File: src/rtl/ptw_pkg.sv
`timescale 1ns / 1ps

package ptw_pkg;

   // defaults for the top-level parameters
   localparam int TABLE_PAGES_DEF = 64;
   localparam int FRAME_BITS_DEF  = 40;

   // fixed field widths
   localparam int CMD_W        = 2;
   localparam int STATUS_W     = 2;
   localparam int VA_W         = 48;
   localparam int PA_W         = 52;
   localparam int ROOT_W       = 6;
   localparam int FIRST_FREE_W = 7;
   localparam int IDX_BITS     = 9;
   localparam int OFFSET_BITS  = 12;
   localparam int LEVELS       = 4;
   localparam int LEVEL_W      = 2;

   // entry layout
   localparam int BIT_PRESENT  = 0;
   localparam int BIT_WRITABLE = 1;
   localparam int BIT_USER     = 2;
   localparam int FRAME_LSB    = 3;

   // csr port
   localparam int CSR_DATA_W = 32;
   localparam int CSR_ADDR_W = 3;
   localparam logic REG_ROOT_PAGE       = 1'b0;
   localparam logic REG_FIRST_FREE_PAGE = 1'b1;
   localparam logic [FIRST_FREE_W-1:0] FIRST_FREE_RST = 7'd1;

   // command codes
   localparam logic [CMD_W-1:0] CMD_TRANSLATE = 2'd0;
   localparam logic [CMD_W-1:0] CMD_MAP       = 2'd1;
   localparam logic [CMD_W-1:0] CMD_MARK_USER = 2'd2;
   localparam logic [CMD_W-1:0] CMD_NONE      = 2'd3;

   // status codes
   localparam logic [STATUS_W-1:0] ST_OK          = 2'd0;
   localparam logic [STATUS_W-1:0] ST_NOT_PRESENT = 2'd1;
   localparam logic [STATUS_W-1:0] ST_EXHAUSTED   = 2'd2;

   // what the level evaluator tells the sequencer
   typedef struct packed {
      logic                wr_en;
      logic                alloc;
      logic                done;
      logic [STATUS_W-1:0] status;
   } step_ctrl_type;

endpackage

File: src/rtl/ptw_step.sv
`timescale 1ns / 1ps

module ptw_step #(
   parameter int TABLE_PAGES = 64,
   parameter int FRAME_BITS  = 40,
   parameter int NF_W        = 7,
   parameter int PAGE_W      = 6
) (
   input  logic [ptw_pkg::CMD_W-1:0]       cmd,
   input  logic                            leaf,
   input  logic [FRAME_BITS+2:0]           entry,
   input  logic [NF_W-1:0]                 next_free,
   input  logic [FRAME_BITS-1:0]           pa_frame,
   input  logic [ptw_pkg::OFFSET_BITS-1:0] va_offset,
   output ptw_pkg::step_ctrl_type          ctrl,
   output logic [FRAME_BITS+2:0]           wr_entry,
   output logic [PAGE_W-1:0]               next_page,
   output logic [ptw_pkg::PA_W-1:0]        result
);
   import ptw_pkg::*;

   localparam int EW = FRAME_BITS + 3;

   logic [EW-1:0] eff;

   always_comb begin
      ctrl      = '0;
      eff       = entry;
      wr_entry  = entry;
      next_page = '0;
      result    = '0;
      if (leaf) begin
         ctrl.done = 1'b1;
         case (cmd)
            CMD_TRANSLATE: begin
               if (!entry[BIT_PRESENT]) begin
                  ctrl.status = ST_NOT_PRESENT;
               end else begin
                  result = PA_W'({entry[EW-1:FRAME_LSB], va_offset});
               end
            end
            CMD_MAP: begin
               ctrl.wr_en = 1'b1;
               wr_entry   = {pa_frame, entry[BIT_USER], 2'b11};
            end
            CMD_MARK_USER: begin
               ctrl.wr_en         = 1'b1;
               wr_entry[BIT_USER] = 1'b1;
            end
            default: begin
            end
         endcase
      end else begin
         if (!entry[BIT_PRESENT]) begin
            if (cmd != CMD_MAP) begin
               ctrl.done   = 1'b1;
               ctrl.status = ST_NOT_PRESENT;
            end else if (next_free >= NF_W'(TABLE_PAGES)) begin
               ctrl.done   = 1'b1;
               ctrl.status = ST_EXHAUSTED;
            end else begin
               // fresh table page; the old user flag survives
               ctrl.wr_en = 1'b1;
               ctrl.alloc = 1'b1;
               eff = {FRAME_BITS'(next_free), entry[BIT_USER], 2'b11};
            end
         end else if (cmd == CMD_MARK_USER) begin
            ctrl.wr_en    = 1'b1;
            eff[BIT_USER] = 1'b1;
         end
         if (!ctrl.done) begin
            if (eff[EW-1:FRAME_LSB] >= FRAME_BITS'(TABLE_PAGES)) begin
               ctrl.done   = 1'b1;
               ctrl.status = ST_NOT_PRESENT;
            end else begin
               next_page = eff[FRAME_LSB +: PAGE_W];
            end
         end
         wr_entry = eff;
      end
   end

endmodule
File: config.mk
export PLATFORM = sky130hd
export DESIGN_NAME = ptw_step
export DESIGN_NICKNAME = d
export VERILOG_FILES = /design/src/rtl/ptw_pkg.sv /design/src/rtl/ptw_step.sv
export SDC_FILE = /design/constraint.sdc
export NUM_CORES = 1
export LEC_CHECK = 0
export BUFFER_PORTS_ARGS = -buffer_cell sky130_fd_sc_hd__buf_2
export CORE_AREA = 5 5 78 80
export DETAILED_ROUTE_END_ITERATION = 12
export DIE_AREA = 0 0 83 85
export MAX_ROUTING_LAYER = met4
export PLACE_DENSITY = 0.91
export SLEW_MARGIN = 20
export SYNTH_ARGS = -nofsm -noshare
export SYNTH_HDL_FRONTEND = slang
export SYNTH_SLANG_ARGS = --single-unit
File: constraint.sdc
create_clock -name vclk -period 2.4
set_input_delay 0.24 -clock vclk [all_inputs]
set_output_delay 0.24 -clock vclk [all_outputs]
set_load 0.01 [all_outputs]
# Word-level counts from Yosys, hierarchy flattened
# Index checks and enable logic that the tools add are counted.
[word_totals]
register_bits = 0
in_bits = 105
output_inout_bits = 106
wordCells = 39
[op_classes]
order_cmp = 2
n_eq_ne = 3
n_mux = 32
reduce_logical = 2
[ops]
columns = ["cell", "n"]
rows = [
  ["$mux W52", 3],
  ["$mux W43", 3],
  ["$mux W40", 3],
  ["$ge A40 B7 Y1 const B", 1],
  ["$mux W6", 3],
  ["$mux W3", 5],
  ["$mux W1", 9],
  ["$mux W2", 4],
  ["$mux W4", 2],
  ["$ge A7 B7 Y1 const B", 1],
  ["$eq A2 B1 Y1 const B", 1],
  ["$eq A2 B2 Y1 const B", 1],
  ["$logic_not A2 Y1", 1],
  ["$ne A2 B1 Y1 const B", 1],
  ["$reduce_or A2 Y1", 1],
]

# Depth between registers and ports, before layout
[logic_depth]
word_depth = 9
depth_mapped = 9
ltp_nobuf = 6

# Worst setup path before layout
# OpenSTA, ideal clock, no wires.
[synth_path]
kind = "in2out"
from = "input port cmd[1] (netlist bit)"
to = "output port wr_entry[30]"
t_arrival_ns = 1.585
required_ns = 2.160
setup_slack_ns = 0.575
stages = 9
path_buffers = 4
cell_sequence = "inv_1 ha_1 buf_2 or3b_1 buf_2 buf_4 buf_2 nand2_1 o21ai_1"
[synth_via]
elab_chain_cells = 5
elab_cells_between_ends = 7
cone_classes = "eq/ne (2); mux (5)"
[synth_lines]
columns = ["item", "line_no", "source"]
rows = [
  ["from (decl)", "ptw_step.sv:9", "input logic [ptw_pkg::CMD_W-1:0] cmd,"],
  ["$ne A2 B1 Y1", "ptw_step.sv:55", "if (cmd != CMD_MAP) begin"],
  ["$mux W43", "ptw_step.sv:55", ""],
  ["$mux W40", "ptw_step.sv:54", "if (!entry[BIT_PRESENT]) begin"],
  ["$mux W40", "ptw_step.sv:32", "if (leaf) begin"],
  ["$mux W43 *", "ptw_step.sv:32", ""],
  ["to (decl)", "ptw_step.sv:16", "output logic [FRAME_BITS+2:0] wr_entry,"],
]
# Mark *: on every way between the ends. The rest lies on a longest branch, timed or not. The select of a mux whose other input is x is not followed.

==> results by group <==
Status
  – Outcome: completed

Job
  – Max-cap violations: 0

STA
  – Unrepaired setup endpoints after global routing: false
  – Final hold violation count: 0
  – Final Setup Violations: 0
  – Post-route clock period utilization: between 90% and 100%
  – Min setup slack post-route: 113.4 ps
  – Min cycle time layout: around 2300 ps
  – Fin Setup TNS: 0 ps
  – Slew headroom: ~64%
  – Fmax: between 400 and 500 MHz
  – Hold WS: 750.2 ps
  – Actual slew at the worst max-slew pin: around 540 ps
  – Fin. max-slew vios: 0

Critical path
  – Critical Path AT: slightly above 2000 ps
  – Worst-path maximum fanout: 7
  – Worst Path Required: approximately 2200 ps
  – Max stage delay on crit path: approximately 670 ps
  – Crit-path cells: buf_2 > nor4_1 > nand4_1 > or4b_4 > nor2b_4 > buf_2
  – Crit path capture type: primary output
  – Crit-path most repeated cell: buf_2
  – Critical Setup Path Class: input pin to primary output
  – CP max stage cell: or4b_4
  – Crit path launch type: input pin

Placed design
  – Dpl ws: 81.45 ps
  – PortBufs: ~210
  – GPL Wtd Cong: 0.9271
  – HPWL after detailed placement: ~6600 um

Synth
  – Post-synthesis area per instance: 6.141 um2
  – Synth Area in Adders: 2.072%
  – Compound-Gate Fraction of Synth Area: 20.03%
  – Post-synthesis mux area share: between 20% and 30%
  – Largest family of logic cells by synthesized area: simple AND/OR/NAND/NOR gates
  – Net count of the mapped netlist: slightly above 400
  – Ys Warns: 0
  – Simple-Gate Fraction of Synth Area: 47.03%
  – XOR/XNOR share of the synthesized area: 0%
  – Netlist cell types: 33
  – Syn Inst Count: 295
  – Sequential area share after synthesis: 0%
  – Mapped cell area: roughly 1800 um2

Global route
  – Gr usage total: between 20% and 30%
  – Initial antenna violation count: 0
  – Pin count of the biggest net entering global routing: a little under 90
  – Vias in the first global route: between 2,000 and 3,000
  – Grt total ovfl: 0
  – First-pass GRT wire length: about 13,000 um

Route
  – WL met2: 4156 um
  – Avg WL per Cell: 14.44 um
  – Post-Route WL: 8041 um
  – DR vias: 2,768
  – Max layer used: met4
  – Met1 WL: approximately 3200 um
  – First-pass DRT Iterations: 4
  – Vias per cell: roughly 5.0
  – Metal3 WL: between 500 and 600 um
  – Routed Antenna Nets: 0
  – Initial DRC Count: slightly above 90
  – # DRC: 0

Power and ir drop
  – Leakage: 1.719 nW
  – PD cells: approximately 160 nW/um2
  – Overall Power: between 0.4 and 0.5 mW
  – Peak supply drop: between 0.08 and 0.09 mV

Floorplan
  – Num rows: 27
  – DIE AREA: slightly above 7000 um2
  – Core Region: roughly 5300 um2
  – Die width: 83 um
  – Starting Density: between 30% and 40%
  – I/O pin count: roughly 210
  – Die H: roughly 85 um

Final layout
  – Final nets: a little under 600
  – Ant diodes: 0
  – Filler cells: ~540
  – Final-layout clock buffer total: 0
  – Share of cells above drive strength 1: between 40 and 50%
  – Register area: 0 um2
  – Flip-flop and latch count: 0
  – Area grow syn2layout: 60.15%

Hold path
  – Hold Path Class: input pin to primary output

Clock network
  – CTS Hold Bufs: 0
  – Post-CTS Setup Repair Bufs: 0
  – Number of gates resized after cts: 0
==> metal layers <==
metal  vias up  track usage (%)
li1       1378                -
met1      1240            25.73
met2       137            38.27
met3        13            3.010
met4         0            3.418
met5         -                -
==> worst paths after layout <==
check,startpoint,to,depth (start not counted)
setup / recovery,entry[40],ctrl[2],6
hold / removal,entry[1],wr_entry[1],3
==> stage by stage <==
step	utilization, %	instance area (um2)	cells
after floorplan	-	1812	295
after CTS	54.36	2902	557
after global routing	54.36	2902	557
after detailed placement	54.36	2902	557
after global placement	54.36	2902	557
final	54.36	2902	557
==> synth_stat cells, drive strengths merged <==
cell type / n / area share (%)
mux2: 33 / 21
a21oi: 8 / 2.2
a32o: 1 / 0.55
nor2b: 2 / 1.1
a211o: 1 / 0.48
o21bai: 1 / 0.41
nand2: 80 / 17
or4b: 1 / 0.76
nor2: 5 / 1.9
inv: 3 / 0.62
nor4: 8 / 3.8
or3b: 1 / 0.48
o21ai: 43 / 13
a211oi: 6 / 2.5
ha: 3 / 2.1
a21o: 1 / 0.41
and3: 2 / 0.97
clkbuf: 15 / 3.1
a31oi: 1 / 0.35
buf: 12 / 3.3
nand4: 1 / 0.35
nand2b: 3 / 1.0
mux2i: 6 / 3.3
and2: 58 / 20
==> critical path: cells and delay by family <==
kind          cells  cell delay, ps
buf+inv           2             250
simple gates      4            1560
==> placed cells by master, fill, tap and decap left out, types with 2 or more instances in the layout <==
master    instances
mux2i_1           6
nand2b_1          3
buf_4             5
o21ai_1          36
nand2_1          80
mux2_1           31
nor4_1            5
ha_1              2
and2_1           58
nor4_2            3
nor2_1            4
o21ai_2           6
inv_1             3
mux2_2            2
buf_2           211
a211oi_1          6
a21oi_1           8
==> report_power, final <==
group | switching, mW | internal (mW)
sequential | 0 | 0
clock | 0 | 0
combinational | 0.244 | 0.211
==> area by class of cell <==
type / instances / area (um2) / share of cell area, %
Inverter: 3 / 11.26 / 0.3881
Timing Repair Buffer: 217 / 1114 / 38.38
Multi-Input combinational cell: 265 / 1687 / 58.13
Tap cell: 72 / 90.09 / 3.105
==> cell families (layout without fill, tap and decap cells) <==
logic type / after synthesis / in the layout
and+or+nand+nor: 161 / 161
buffers and inverters: 30 / 220
muxes: 39 / 39
adders and majority gates: 3 / 3
AOI/OAI and AO/OA: 62 / 62
Note: power is estimated with default switching activity, not from simulation.
